==> src/rtl/core/lutm_pkg.sv <==
// Shared constants and types of the 3D color cube mapper.
// Used by lutm_remap, lutm_lerp and the top level; depends on nothing.
`default_nettype none
package lutm_pkg;
  localparam int MAX_CUBE_SIZE = 33;
  localparam int SAMPLE_BITS   = 20;
  localparam int FRAC_BITS     = 16;
  localparam int TABLE_DEPTH   = MAX_CUBE_SIZE * MAX_CUBE_SIZE * MAX_CUBE_SIZE;
  localparam int ADDR_W        = 16;
  localparam int SIZE_W        = 6;
  localparam int SQ_W          = 11;
  localparam int SCALE_W       = 24;
  localparam int ENTRY_W       = 3 * SAMPLE_BITS;
  localparam int CFG_IDX_W     = 3;

  typedef logic signed [SAMPLE_BITS-1:0] sample_t;

  localparam logic [CFG_IDX_W-1:0] REG_CUBE_SIZE   = 3'd0;
  localparam logic [CFG_IDX_W-1:0] REG_SCALE_RED   = 3'd1;
  localparam logic [CFG_IDX_W-1:0] REG_SCALE_GREEN = 3'd2;
  localparam logic [CFG_IDX_W-1:0] REG_SCALE_BLUE  = 3'd3;
  localparam logic [CFG_IDX_W-1:0] REG_DMIN_RED    = 3'd4;
  localparam logic [CFG_IDX_W-1:0] REG_DMIN_GREEN  = 3'd5;
  localparam logic [CFG_IDX_W-1:0] REG_DMIN_BLUE   = 3'd6;

  localparam logic OP_LOAD  = 1'b0;
  localparam logic OP_PIXEL = 1'b1;

  typedef struct packed {
    logic                valid;
    logic                pixel;
    logic                last;
    logic [ADDR_W-1:0]   idx;
    logic [ENTRY_W-1:0]  entry;
  } side_t;
endpackage
`default_nettype wire

==> src/rtl/core/lutm_lerp.sv <==
// One registered linear blend a + round((b - a) * f / 2^16).
// Uses lutm_pkg for sample and fraction widths.
`default_nettype none
module lutm_lerp (
  input  wire logic                           clk,
  input  wire logic                           en,
  input  wire lutm_pkg::sample_t              a,
  input  wire lutm_pkg::sample_t              b,
  input  wire logic [lutm_pkg::FRAC_BITS-1:0] f,
  output lutm_pkg::sample_t                   q
);
  localparam int DW = lutm_pkg::SAMPLE_BITS + 1;
  localparam int TW = DW + lutm_pkg::FRAC_BITS + 1;

  logic signed [DW-1:0] diff;
  logic signed [TW-1:0] t;
  logic [DW-1:0] sum;
  lutm_pkg::sample_t q_r;

  always_comb begin
    diff = DW'(b) - DW'(a);
    t = TW'(diff) * TW'($signed({1'b0, f})) + (TW'(1) <<< (lutm_pkg::FRAC_BITS - 1));
    sum = DW'(a) + t[TW-2:lutm_pkg::FRAC_BITS];
  end

  always_ff @(posedge clk) begin
    if (en) begin
      q_r <= sum[lutm_pkg::SAMPLE_BITS-1:0];
    end
  end

  assign q = q_r;
endmodule
`default_nettype wire

==> config.mk <==
export PLATFORM = sky130hd
export DESIGN_NAME = lutm_lerp
export DESIGN_NICKNAME = d
export VERILOG_FILES = /design/src/rtl/core/lutm_pkg.sv /design/src/rtl/core/lutm_lerp.sv
export SDC_FILE = /design/constraint.sdc
export NUM_CORES = 1
export LEC_CHECK = 0
export BUFFER_PORTS_ARGS = -buffer_cell sky130_fd_sc_hd__buf_2
export CAP_MARGIN = 5
export CORE_MARGIN = 2
export CORE_UTILIZATION = 31
export CTS_CLUSTER_SIZE = 24
export DETAILED_ROUTE_END_ITERATION = 12
export PLACE_DENSITY_LB_ADDON = 0.05
export SETUP_SLACK_MARGIN = 0.1
export SLEW_MARGIN = 20
export SYNTH_ARGS = -nofsm -noshare
export SYNTH_HDL_FRONTEND = slang
export SYNTH_SLANG_ARGS = --single-unit
==> constraint.sdc <==
create_clock -name clk -period 17.41 [get_ports clk]
set_clock_uncertainty 0.05 [all_clocks]
set_input_delay 0 -clock clk [delete_from_list [all_inputs] [get_ports clk]]
set_output_delay 0 -clock clk [all_outputs]
set_load 0.01 [all_outputs]
==> impl_metrics.yaml <==
floorplanning:
  rows: 79
  start_util_pct: 31.38
  die_h_um: 221.1
  die_w_um: 221.1
  dieArea_um2: 48880
  coreArea_um2: 46560
  boundaryPins: 78
yosys:
  synth-seq-cells: 20
  synthDistinctLibCells: 50
  synthFlopType: "edfxtp_1"
  synthMuxAreaShare_pct: 0
  ys_seq_area_share_pct: 4.111
  synth_async_sr_flop_share_pct: 0
  synthCells: 1653
  synthAdderAreaFrac_pct: 56.90
  syn_avg_cell_area_um2: 8.838
  yosysWarnings: 0
  synth_top_family_by_area: "adder cells"
  synth-compound-area-share_pct: 5.361
  synth_fp_nets: 2181
  synth_simple_gate_area_share_pct: 15.90
  synth_edf_count: 20
  synthXorXnorAreaFrac_pct: 4.137
  synth_area_um2: 14610
routing:
  post_drt_wl_per_cell_um: 18.19
  vias_per_cell: 4.507
  drtIter0Drc: 336
  drc_errors: 0
  first_pass_iters: 4
  wirelength_mm: 41.93
  num_vias: 10390
  drtAntennaViolNets: 0
setup_path:
  crit_cells: 38
  endpoint_kind: "flop"
  cp_slowest_cell: "xnor2_2"
  critPathKind: "input pin to flop"
  crit_family: "adder cells"
  critPathMaxStageDelay_ns: 0.88
  crit_required_ns: 17.36
  critPathMostFrequentCell: "fa_1"
  cp.arrival_ns: 10.69
  critPathBufInv: 5
  cp-start-kind: "input pin"
  cp_max_fo: 16
cts:
  clk_pin_slew_ns: 0.06
  clockBufferDepth: 2
  hold_buffers: 0
  numCtsBuffers: 3
  tritoncts: "built"
  cts.repair.resized: 0
  clock_sinks: 20
  h-tree-depth: 1
  root_buffer: "clkbuf_16"
  post_cts.repair.setup_buffers: 0
job:
  cap_violations: 0
final_layout:
  drive_gt1_share_pct: 6.478
  largest_reg_flops: 20
  area_delta_synth_final_pct: 8.350
  layout_commonest_cell: "inv_1"
  antenna_cells: 0
  most-common-layout-cells: "inv_1 (475), fa_1 (324), and2_1 (180)"
  fin_nets: 2227
global_route:
  grt-ovfl-total: 0
  grt_pass1_wl_mm: 67.92
  grt_max_degree: 23
  antenna_found_initial: 0
  first_global_vias: 11630
  grt_usage_pct: 18.02
timing:
  fin_tns_setup_ns: 0
  fmax_mhz: 93.11
  fin_ws_ns: 6.670
  grt_setup_unrepaired: "false"
  slew_violations: 0
  setup_violations: 0
  fin_crit_sh_pct: 61.69
  relSlewSlack_pct: 23.92
  period_minus_slack_ns: 10.74
  worst_pin_slew_ns: 1.136
  hold_viol_final: 0
place:
  numPortBuffers: 77
  dp_hpwl_mm: 33.82
  place_ws_ns: 6.438
  place_congestion: 0.8025
hold_path:
  min_path_cells: 2
  hp-class: "input pin to flop"
status:
  outcome: "completed"
==> layout make-up <==
class,count,area [um^2]
fill,4970,30730
clock inverter,1,30.03
clock buffer,3,75.07
inverter,475,1783
multi-input combinational,1104,12060
tap,607,759.5
sequential,20,600.6
timing repair buffer,95,520.5
==> final timing paths <==
path | from | end | slack (ns)
setup / recovery | a[1] | q[19] | 6.67
hold / removal | a[0] | q[0] | 0.009
==> per-stage QoR <==
step	area [um^2]	instances	utilization [%]	hold WS, ns
floorplan	14610	1653	-	0.06250
global placement	15720	2301	33.77	0.2848
detailed placement	15720	2301	33.77	0.2793
CTS	15830	2305	34.00	0.002938
global route	15830	2305	34.00	0.01490
finish	15830	2305	34.00	0.009026
==> kinds of logic (layout without fill, tap and decap cells) <==
family,count (synthesis),count (layout)
and+or+nand+nor,449,449
adders and majority gates,470,470
buffers and inverters,529,574
DFF,20,20
xor gates and xnor gates,69,69
AOI/OAI and AO/OA,116,116
==> synthesized netlist by cell type (all sizes together), types with 2 or more instances <==
master	instances	area [um^2]
and2	180	1126
o21ai	20	100.1
nand4b	2	17.52
o211ai	5	37.54
a21oi	36	183.9
inv	475	1783
and3	7	43.79
nor2b	25	156.4
o21bai	5	37.54
nand2b	11	68.82
nor3	9	45.04
fa	324	6486
ha	146	1827
a21o	11	82.58
o41a	2	22.52
o41ai	3	26.28
xnor2	47	411.6
o21a	8	60.06
edfxtp	20	600.6
a2111oi	2	36.29
a211o	2	17.52
nand2	149	559.3
nand3	13	65.06
a211oi	5	37.54
a31oi	3	18.77
or3	3	23.77
a311oi	2	17.52
nand4	2	12.51
o31ai	3	22.52
nor2	42	157.7
nor4	2	12.51
xor2	22	192.7
clkbuf	54	202.7
==> per-layer routing <==
metal  track usage, %  up-vias  share of wire [%]
met5                0        -                  0
met4            1.104        0               0.65
met3            1.554       16                1.9
met2            33.94       87                 53
met1            23.31     5368                 44
li1                 -     4917                  -
Power is left out: the tool's default activity adds up to more than one toggle a clock period on the data nets, which glitch-free logic cannot reach.
