### config.mk
export PLATFORM = sky130hd
export DESIGN_NAME = lutm_remap
export DESIGN_NICKNAME = d
export VERILOG_FILES = /design/src/rtl/core/lutm_pkg.sv /design/src/rtl/core/lutm_remap.sv
export SDC_FILE = /design/constraint.sdc
export NUM_CORES = 1
export LEC_CHECK = 0
export ABC_AREA = 1
export BUFFER_PORTS_ARGS = -buffer_cell sky130_fd_sc_hd__buf_2
export CAP_MARGIN = 20
export CORE_AREA = 2 2 227 207
export DETAILED_ROUTE_END_ITERATION = 16
export DIE_AREA = 0 0 229 209
export PLACE_DENSITY = 0.71
export SYNTH_ARGS = -nofsm -noshare
export SYNTH_HDL_FRONTEND = slang
export SYNTH_SLANG_ARGS = --single-unit
### constraint.sdc
create_clock -name clk -period 6.9 [get_ports clk]
set_clock_uncertainty 0.2 [all_clocks]
set_input_delay 1.38 -clock clk [delete_from_list [all_inputs] [get_ports clk]]
set_output_delay 1.38 -clock clk [all_outputs]
set_load 0.005 [all_outputs]
### src/rtl/core/lutm_pkg.sv
// Shared constants and types of the 3D color cube mapper.
// Used by lutm_remap, lutm_lerp and the top level; depends on nothing.
`default_nettype none
package lutm_pkg;
  localparam int MAX_CUBE_SIZE = 33;
  localparam int SAMPLE_BITS   = 20;
  localparam int FRAC_BITS     = 16;
  localparam int TABLE_DEPTH   = MAX_CUBE_SIZE * MAX_CUBE_SIZE * MAX_CUBE_SIZE;
  localparam int ADDR_W        = 16;
  localparam int SIZE_W        = 6;
  localparam int SQ_W          = 11;
  localparam int SCALE_W       = 24;
  localparam int ENTRY_W       = 3 * SAMPLE_BITS;
  localparam int CFG_IDX_W     = 3;

  typedef logic signed [SAMPLE_BITS-1:0] sample_t;

  localparam logic [CFG_IDX_W-1:0] REG_CUBE_SIZE   = 3'd0;
  localparam logic [CFG_IDX_W-1:0] REG_SCALE_RED   = 3'd1;
  localparam logic [CFG_IDX_W-1:0] REG_SCALE_GREEN = 3'd2;
  localparam logic [CFG_IDX_W-1:0] REG_SCALE_BLUE  = 3'd3;
  localparam logic [CFG_IDX_W-1:0] REG_DMIN_RED    = 3'd4;
  localparam logic [CFG_IDX_W-1:0] REG_DMIN_GREEN  = 3'd5;
  localparam logic [CFG_IDX_W-1:0] REG_DMIN_BLUE   = 3'd6;

  localparam logic OP_LOAD  = 1'b0;
  localparam logic OP_PIXEL = 1'b1;

  typedef struct packed {
    logic                valid;
    logic                pixel;
    logic                last;
    logic [ADDR_W-1:0]   idx;
    logic [ENTRY_W-1:0]  entry;
  } side_t;
endpackage
`default_nettype wire

### src/rtl/core/lutm_remap.sv
// Three-stage remap of one channel to a clamped cube coordinate.
// Uses lutm_pkg for widths.
`default_nettype none
module lutm_remap (
  input  wire logic                                clk,
  input  wire logic                                en,
  input  wire lutm_pkg::sample_t                   x,
  input  wire lutm_pkg::sample_t                   dmin,
  input  wire logic [lutm_pkg::SCALE_W-1:0]        scale,
  input  wire logic [lutm_pkg::SIZE_W-1:0]         size,
  output logic      [lutm_pkg::SIZE_W-1:0]         crd,
  output logic      [lutm_pkg::FRAC_BITS-1:0]      frac
);
  localparam int DW = lutm_pkg::SAMPLE_BITS + 1;
  localparam int PW = DW + lutm_pkg::SCALE_W + 1;
  localparam int CW = lutm_pkg::SIZE_W + lutm_pkg::FRAC_BITS;
  localparam int HW = PW - lutm_pkg::FRAC_BITS;

  logic signed [DW-1:0] diff_r, diff_nxt;
  logic signed [PW-1:0] prod_r, prod_nxt;
  logic [CW-1:0] coord_r, coord_nxt;
  logic [CW-1:0] lim;
  logic [HW-1:0] hi;

  always_comb begin
    diff_nxt = DW'(x) - DW'(dmin);
    prod_nxt = PW'(diff_r) * PW'($signed({1'b0, scale}));
    lim = {size - 6'd1, 16'd0} - CW'(1);
    hi = prod_r[PW-1:lutm_pkg::FRAC_BITS];
    if (prod_r <= 0) begin
      coord_nxt = '0;
    end else if (hi > HW'(lim)) begin
      coord_nxt = lim;
    end else begin
      coord_nxt = hi[CW-1:0];
    end
  end

  always_ff @(posedge clk) begin
    if (en) begin
      diff_r  <= diff_nxt;
      prod_r  <= prod_nxt;
      coord_r <= coord_nxt;
    end
  end

  assign crd  = coord_r[CW-1:lutm_pkg::FRAC_BITS];
  assign frac = coord_r[lutm_pkg::FRAC_BITS-1:0];
endmodule
`default_nettype wire

==> results of run 1 <==
-- state kept, by name (all words and copies together), names as in the netlist --
register and cells:
prod_r 46, coord_r 22, diff_r 21
-- repair_timing --
item / in CTS / in global routing
cloned: 0 / 2
resized for setup: 17 / 170
buffers inserted: 0 / 9
pin swaps: 0 / 81
hold endpoints to repair: 0 / 0
setup endpoints to repair: 21 / 28
-- cell usage after synthesis (7+ instances only) --
cell type  instances  area, um^2
a21oi_1           53         265
clkbuf_1          90         338
edfxtp_1          89        2670
fa_1             417        8350
ha_1             213        2670
inv_1            889        3340
nand2_1          871        3270
nand2_2           10        62.6
nand3_1           45         225
nand3_2            8        80.1
nand4_1           10        62.6
nor2_1           131         492
nor3_1             7        35.0
o21ai_0           18        90.1
o21ai_2           11        96.3
or2_2             18         113
xnor2_1           12         105
xor2_1            35         307
-- cell families after synthesis --
family / share of synthesized area
simple gates: 0.196
xor+xnor: 0.0180
fa+ha+maj: 0.481
buf+inv: 0.163
flops: 0.117
compound gates: 0.0256
-- layout make-up --
type | instances | area, um^2
fillers | 4216 | 19700
flip-flops and latches | 89 | 2670
repair buffers | 253 | 1950
inverters | 896 | 3360
well taps | 616 | 771
clock inverters | 7 | 86.3
diodes | 1 | 2.50
clock buffers | 9 | 225
multi-input cells | 1897 | 17100
-- final timing paths --
path / start / endpoint / cells after the start
hold / removal: prod_r[31] / coord_r[15] / 2
setup reg to reg: diff_r[13] / prod_r[23] / 21
hold reg to reg: prod_r[31] / coord_r[15] / 2
setup / recovery: scale[8] / prod_r[40] / 22
-- metal layers --
layer / wire length, um / part of all wire / vias up / GRT usage
met4: 1540 / 0.027 / 0 / 0.0759
met2: 28300 / 0.49 / 557 / 0.421
met1: 24800 / 0.43 / 8925 / 0.323
met5: 0 / 0 / - / 0
li1: - / - / 8819 / -
met3: 3070 / 0.053 / 113 / 0.0347
-- critical path: stages --
cell,delay [ps]
buf_6,120
buf_12,130
buf_4,130
buf_4,120
nand2_1,70
fa_1,580
fa_1,470
fa_1,560
fa_1,460
fa_1,510
fa_1,430
fa_1,490
inv_1,60
ha_4,290
nand2_1,100
nor2_4,150
buf_4,110
inv_1,40
nor3_1,240
nand2_2,120
nand3_1,70
nand2_1,50
-- through the flow --
stage / worst slack, ps / hold WS [ps] / utilization / setup TNS, ps / cell area [um^2]
floorplan: 8.84 / 345 / - / 0 / 22900
global placement: -503 / 386 / 0.545 / -11030 / 25000
detailed placement: -554 / 390 / 0.545 / -13160 / 25000
CTS: -4.59 / 411 / 0.553 / -4.59 / 25300
global route: -33.9 / 443 / 0.571 / -146 / 26100
finish: 162 / 407 / 0.571 / 0 / 26100
==> key figures, run 1 <==
STA
  – Final period util: 0.977
  – Slew Limit Fails: 0
  – RSZ-0062 raised after global routing: yes
  – Final Hold Fails: 0
  – Max-Slew Margin vs Limit: 0.258
  – Slew at the pin with the worst max-slew slack: 1110 ps
  – Max Freq: 148 MHz
  – Post-route minimum period: 6740 ps
  – Final setup vio count: 0

Placed design
  – Routability cong.: 0.904
  – Final HPWL DP: 49.9 mm
  – Placed insts: 3740
  – IO buf count: 93

CTS
  – Clk sink count: 89
  – CTS tree: done
  – Htree depth: 3
  – Clock slew at reported path FFs: 70 ps
  – Clock Tree Buf Depth: 2
  – CTS buffer count: 9
  – Clk_lat worst skew: 380 ps
  – Hold buffer count at CTS: 0
  – Root buffer cell: clkbuf_16

Route
  – Via/cell ratio: 4.89
  – DRC: 0
  – Post-DR wirelength/cell: 15.3 um
  – Final antenna-violating net count: 0
  – Final wirelength: 57.7 mm
  – Vias: 18400
  – Drt first pass iters: 6
  – Violation count after the first detailed-route iteration: 1109

Die
  – Top Ports: 94
  – # rows: 75
  – Initial Util: 0.500
  – Die ar.: 47900 um^2
  – Die W: 229 um
  – Die Height: 209 um
  – Area of the core: 45800 um^2

Synthesis
  – Syn_nets: 3678
  – Seq/Total Area, Yosys: 0.117
  – Synth Flop Type: edfxtp_1
  – Synth async-reset ratio: 0
  – Cell Area, Synth: 22900 um^2
  – Synth Register Bits: 89
  – Post-synth EDFFs: 89
  – Post-Synthesis Cells: 2976
  – YS warnings: 0
  – Yosys cell types: 38
  – Avg Inst Size Synth: 7.69 um^2

Critical path
  – CP endpoint kind: register
  – Critical Path Fanout Max: 9
  – Critical path startpoint category: input pin
  – Critical path type: in -> reg
  – Flop2flop setup slack: 360 ps
  – Required @ worst endpoint: 6850 ps
  – Worst path arrival time: 6680 ps

Flow run
  – Maxcap violations: 0

Global route
  – Initial antenna violation count: 1
  – GRT overflow: 0
  – First-pass GRT wire length: 94.2 mm
  – Vias in the first global route: 19400
  – Global Route Usage Sum: 0.246
  – Largest net degree at the start of global routing: 69

Cells and area
  – Layout cell share with drive strength beyond 1: 0.136
  – Most frequent cells in the layout: 882 x inv_1, 837 x nand2_1, 410 x fa_1
  – Commonest non-fill, non-tap cell in the layout: inv_1
  – Area Growth Syn to Fin: 14.1%
  – Non-Filler Instances: 3768
  – Fin nets: 3848

Hold path
  – Worst hold path class: reg -> reg

Run status
  – Outcome: complete, no violations
Power of run 1 is not shown: default switching activity piles up to over one toggle a cycle in this logic, so the estimate is an artifact.
==> run 2: changes to the inputs <==
--- a/config.mk
+++ b/config.mk
@@ -6,12 +6,12 @@
 export NUM_CORES = 1
 export LEC_CHECK = 0
-export ABC_AREA = 1
 export BUFFER_PORTS_ARGS = -buffer_cell sky130_fd_sc_hd__buf_2
 export CAP_MARGIN = 20
-export CORE_AREA = 2 2 227 207
+export CORE_AREA = 2 2 220 200
 export DETAILED_ROUTE_END_ITERATION = 16
-export DIE_AREA = 0 0 229 209
+export DIE_AREA = 0 0 222 202
 export PLACE_DENSITY = 0.71
 export SYNTH_ARGS = -nofsm -noshare
 export SYNTH_HDL_FRONTEND = slang
 export SYNTH_SLANG_ARGS = --single-unit
+export TNS_END_PERCENT = 20
==> constraint.sdc (replaced) <==
create_clock -name clk -period 6.9 [get_ports clk]
set_clock_uncertainty 0.2 [all_clocks]
set_input_delay 1.035 -clock clk [delete_from_list [all_inputs] [get_ports clk]]
set_output_delay 1.035 -clock clk [all_outputs]
set_load 0.005 [all_outputs]
==> run 2 against run 1 <==
- the flow now finishes with violations (negative setup slack)
- synthesized cell count down 23%
- worst setup slack got worse by 360 ps
- non-clock buffer count rose by 37
- first-iteration DRC count down 0.18%
- synthesized area fell by 6.2%
- routed wire length decreased by 11%
- critical path depth is 1 higher
- final area fell by 5.6%
- critical endpoint is now prod_r[43]
==> key figures, run 2 <==
Synthesis
  – Complex-gate fraction of the synthesized area: 0.0644 (was 0.0256)
  – Cell with the most instances after synthesis: inv_1 (unchanged)
  – Cell Area, Synth: 21500 um^2 (was 22900 um^2)
  – Synth async-reset ratio: 0 (unchanged)
  – Seq/Total Area, Yosys: 0.124 (was 0.117)
  – Yosys cell types: 66 (was 38)
  – Top cells by count, synth: 522 x inv_1, 417 x fa_1, 319 x nand2_1 (was 889 x inv_1, 871 x nand2_1, 417 x fa_1)
  – YS warnings: 0 (unchanged)
  – Area contributors post-synth: fa_1 39%, edfxtp_1 12%, ha_1 12%, inv_1 9.1%, and2_1 6.3% (was fa_1 36%, inv_1 15%, nand2_1 14%, edfxtp_1 12%, ha_1 12%)
  – Fraction of the mapped netlist area in simple logic gates: 0.161 (was 0.196)
  – Post-synthesis adder-cell area fraction: 0.513 (was 0.481)
  – Yosys top cell by area: fa_1 (unchanged)
  – Post-synthesis mux area share: 0.00280 (was 0)
  – Avg Inst Size Synth: 9.32 um^2 (was 7.69 um^2)
  – Post-Synth XOR/XNOR Area: 0.0245 (was 0.0180)
  – Top cell type's share of synthesized area: 0.389 (was 0.365)
  – Post-Synthesis Cells: 2305 (was 2976)
  – Synth Register Bits: 89 (unchanged)
  – Syn_nets: 3007 (was 3678)
  – Largest family of logic cells by synthesized area: adder cells (unchanged)
  – Synth Flop Type: edfxtp_1 (unchanged)
  – Post-synth EDFFs: 89 (unchanged)

Cells and area
  – Top flop regs: prod_r x46, coord_r x22, diff_r x21 (unchanged)
  – FF+latch area: 2670 um^2 (unchanged)
  – Commonest non-fill, non-tap cell in the layout: inv_1 (unchanged)
  – Fillers: 3564 (was 4216)
  – Multi-input gate area: 16900 um^2 (was 17100 um^2)
  – Layout cell share with drive strength beyond 1: 0.160 (was 0.136)
  – Util after Layout: 0.579 (was 0.571)
  – Area Growth Syn to Fin: 14.8% (was 14.1%)
  – Fin nets: 3203 (was 3848)
  – Most flop-heavy register: prod_r (unchanged)
  – N_diodes: 0 (was 1)
  – Max reg flops: 46 (unchanged)
  – Most frequent cells in the layout: 514 x inv_1, 406 x fa_1, 317 x nand2_1 (was 882 x inv_1, 837 x nand2_1, 410 x fa_1)

STA
  – RSZ-0062 raised after global routing: yes (unchanged)
  – Slew Limit Fails: 0 (unchanged)
  – Slew at the pin with the worst max-slew slack: 976 ps (was 1110 ps)
  – Post-route minimum period: 7090 ps (was 6740 ps)
  – Final Hold Fails: 0 (unchanged)
  – Max Freq: 141 MHz (was 148 MHz)
  – Final period util: 1.03 (was 0.977)
  – Final setup vio count: 11 (was 0)
  – Max-Slew Margin vs Limit: 0.347 (was 0.258)
  – WHS: 417 ps (was 407 ps)
  – Setup ws final: -194 ps (was 162 ps)

Hold path
  – Worst hold path depth: 1 (was 2)
  – Worst hold path class: reg -> reg (unchanged)

Route
  – Via/cell ratio: 5.23 (was 4.89)
  – DRC: 0 (unchanged)
  – Vias: 16000 (was 18400)
  – Final wirelength: 51.3 mm (was 57.7 mm)
  – Final antenna-violating net count: 0 (unchanged)
  – Violation count after the first detailed-route iteration: 1107 (was 1109)
  – Drt first pass iters: 6 (unchanged)
  – Post-DR wirelength/cell: 16.7 um (was 15.3 um)

Critical path
  – Crit-path most repeated cell: fa_1 (unchanged)
  – Worst reg2reg path depth: 23 (was 21)
  – CP Cell Sequence: buf_2 -> buf_6 -> buf_6 -> and2_4 -> fa_1 -> fa_1 -> fa_1 -> fa_1 -> fa_1 -> fa_1 -> inv_1 -> fa_1 -> inv_2 -> ha_4 -> a21oi_2 -> o21ai_2 -> a31o_2 -> a41oi_2 -> a31oi_4 -> buf_6 -> a31o_1 -> a221oi_2 -> xnor2_1 (was buf_6 -> buf_12 -> buf_4 -> buf_4 -> nand2_1 -> fa_1 -> fa_1 -> fa_1 -> fa_1 -> fa_1 -> fa_1 -> fa_1 -> inv_1 -> ha_4 -> nand2_1 -> nor2_4 -> buf_4 -> inv_1 -> nor3_1 -> nand2_2 -> nand3_1 -> nand2_1)
  – CP endpoint kind: register (unchanged)
  – Critical path type: in -> reg (unchanged)
  – Required @ worst endpoint: 6810 ps (was 6850 ps)
  – Critical Path Fanout Max: 5 (was 9)
  – Slowest CP cell: fa_1 (unchanged)
  – Critical path startpoint category: input pin (unchanged)
  – WP buf/inv: 6 (was 7)
  – Number of stages on the worst setup path: 23 (was 22)
  – Worst path arrival time: 7010 ps (was 6680 ps)
  – Crit path largest cell delay: 550 ps (was 580 ps)
  – Cell family with most CP delay: adder cells (unchanged)

Global route
  – Largest net degree at the start of global routing: 68 (was 69)
  – First-pass GRT wire length: 86.7 mm (was 94.2 mm)
  – Global Route Usage Sum: 0.241 (was 0.246)
  – Initial antenna violation count: 0 (was 1)
  – GRT overflow: 0 (unchanged)
  – Vias in the first global route: 17100 (was 19400)

CTS
  – Clock Tree Buf Depth: 2 (unchanged)
  – CTS buffer count: 9 (unchanged)
  – Htree depth: 3 (unchanged)
  – Root buffer cell: clkbuf_16 (unchanged)
  – Clk sink count: 89 (unchanged)
  – Clk_lat worst skew: 370 ps (was 380 ps)
  – CTS tree: done (unchanged)
  – Clock slew at reported path FFs: 70 ps (about the same)

Die
  – Die Height: 202 um (was 209 um)
  – Top Ports: 94 (unchanged)
  – # rows: 72 (was 75)
  – Area of the core: 42600 um^2 (was 45800 um^2)
  – Die ar.: 44800 um^2 (was 47900 um^2)
  – Die W: 222 um (was 229 um)
  – Initial Util: 0.504 (was 0.500)

Placed design
  – IO buf count: 93 (unchanged)
  – Final HPWL DP: 44.4 mm (was 49.9 mm)
  – Routability cong.: 0.889 (was 0.904)

Run status
  – Violated checks: negative setup slack
  – Outcome: complete, but fails checks (was complete, no violations)

Flow run
  – Maxcap violations: 0 (unchanged)
run 2: cell types whose count changed after synthesis, sizes merged, moves of 21 or more:
cell,delta
and2,+218
inv,-373
a21o,+23
nand2,-563
nor2,-99
xnor2,+28
nand3,-43
o21a,+29
nand2b,+21
run 2: worst register-to-register path: stages, from the launching register on:
cell      delay (ps)
edfxtp_1         520
buf_4            250
and2_1           170
fa_1             480
fa_1             510
inv_1             50
fa_1             480
inv_1             50
fa_1             480
fa_1             510
fa_1             530
inv_1             50
fa_1             510
inv_2             50
ha_4             220
and3_4           200
nand2_4           70
and2b_4          190
o311ai_4         290
a31oi_4          170
buf_6            140
a31o_1           180
a221oi_2         300
xnor2_1          110
run 2: area by class of cell:
| cell class | count | share of cell area |
|---|---|---|
| tap | 555 | 0.0282 |
| sequential | 89 | 0.108 |
| clock buffer | 10 | 0.00928 |
| inverter | 522 | 0.0794 |
| timing repair buffer | 290 | 0.0887 |
| clock inverter | 6 | 0.00203 |
| multi-input combinational | 1589 | 0.684 |
run 2: stage by stage:
stage | instance area (um^2) | setup WS, ps | std cells | setup TNS (ps)
floorplan | 21600 | -161 | 2305 | -1200
global placement | 23900 | -523 | 3036 | -8910
detailed placement | 23900 | -658 | 3036 | -11090
CTS | 24500 | -158 | 3060 | -824
global route | 24700 | -358 | 3061 | -3660
finish | 24700 | -194 | 3061 | -783
run 2: cell families (layout without fill, tap and decap cells):
family                     after synthesis  after routing
and+or+nand+nor                        695            695
adders and majority gates              631            631
buffers and inverters                  627            828
AOI/OAI and AO/OA                      197            197
DFF                                     89             89
xor gates and xnor gates                60             60
muxes                                    6              6
run 2: per-layer routing:
metal / routed length (um) / global-route usage / up-vias
met2: 24200 / 0.390 / 486
met5: 0 / 0 / -
met1: 22900 / 0.341 / 8076
li1: - / - / 7404
met4: 784 / 0.0521 / 0
met3: 3370 / 0.0414 / 54
run 2: timing repair:
item,4_1_cts,5_1_grt
setup endpoints to repair,16,23
buffers inserted,8,1
gates resized for setup,62,42
hold buffers,0,0
pin swaps,58,29
run 2: worst paths after layout:
path	start	end	slack, ps
max	scale[4]	prod_r[43]	-190
min	prod_r[29]	coord_r[13]	420
max reg2reg	diff_r[4]	prod_r[43]	-40
min reg2reg	prod_r[29]	coord_r[13]	420
Power of run 2 is left out for the same reason.
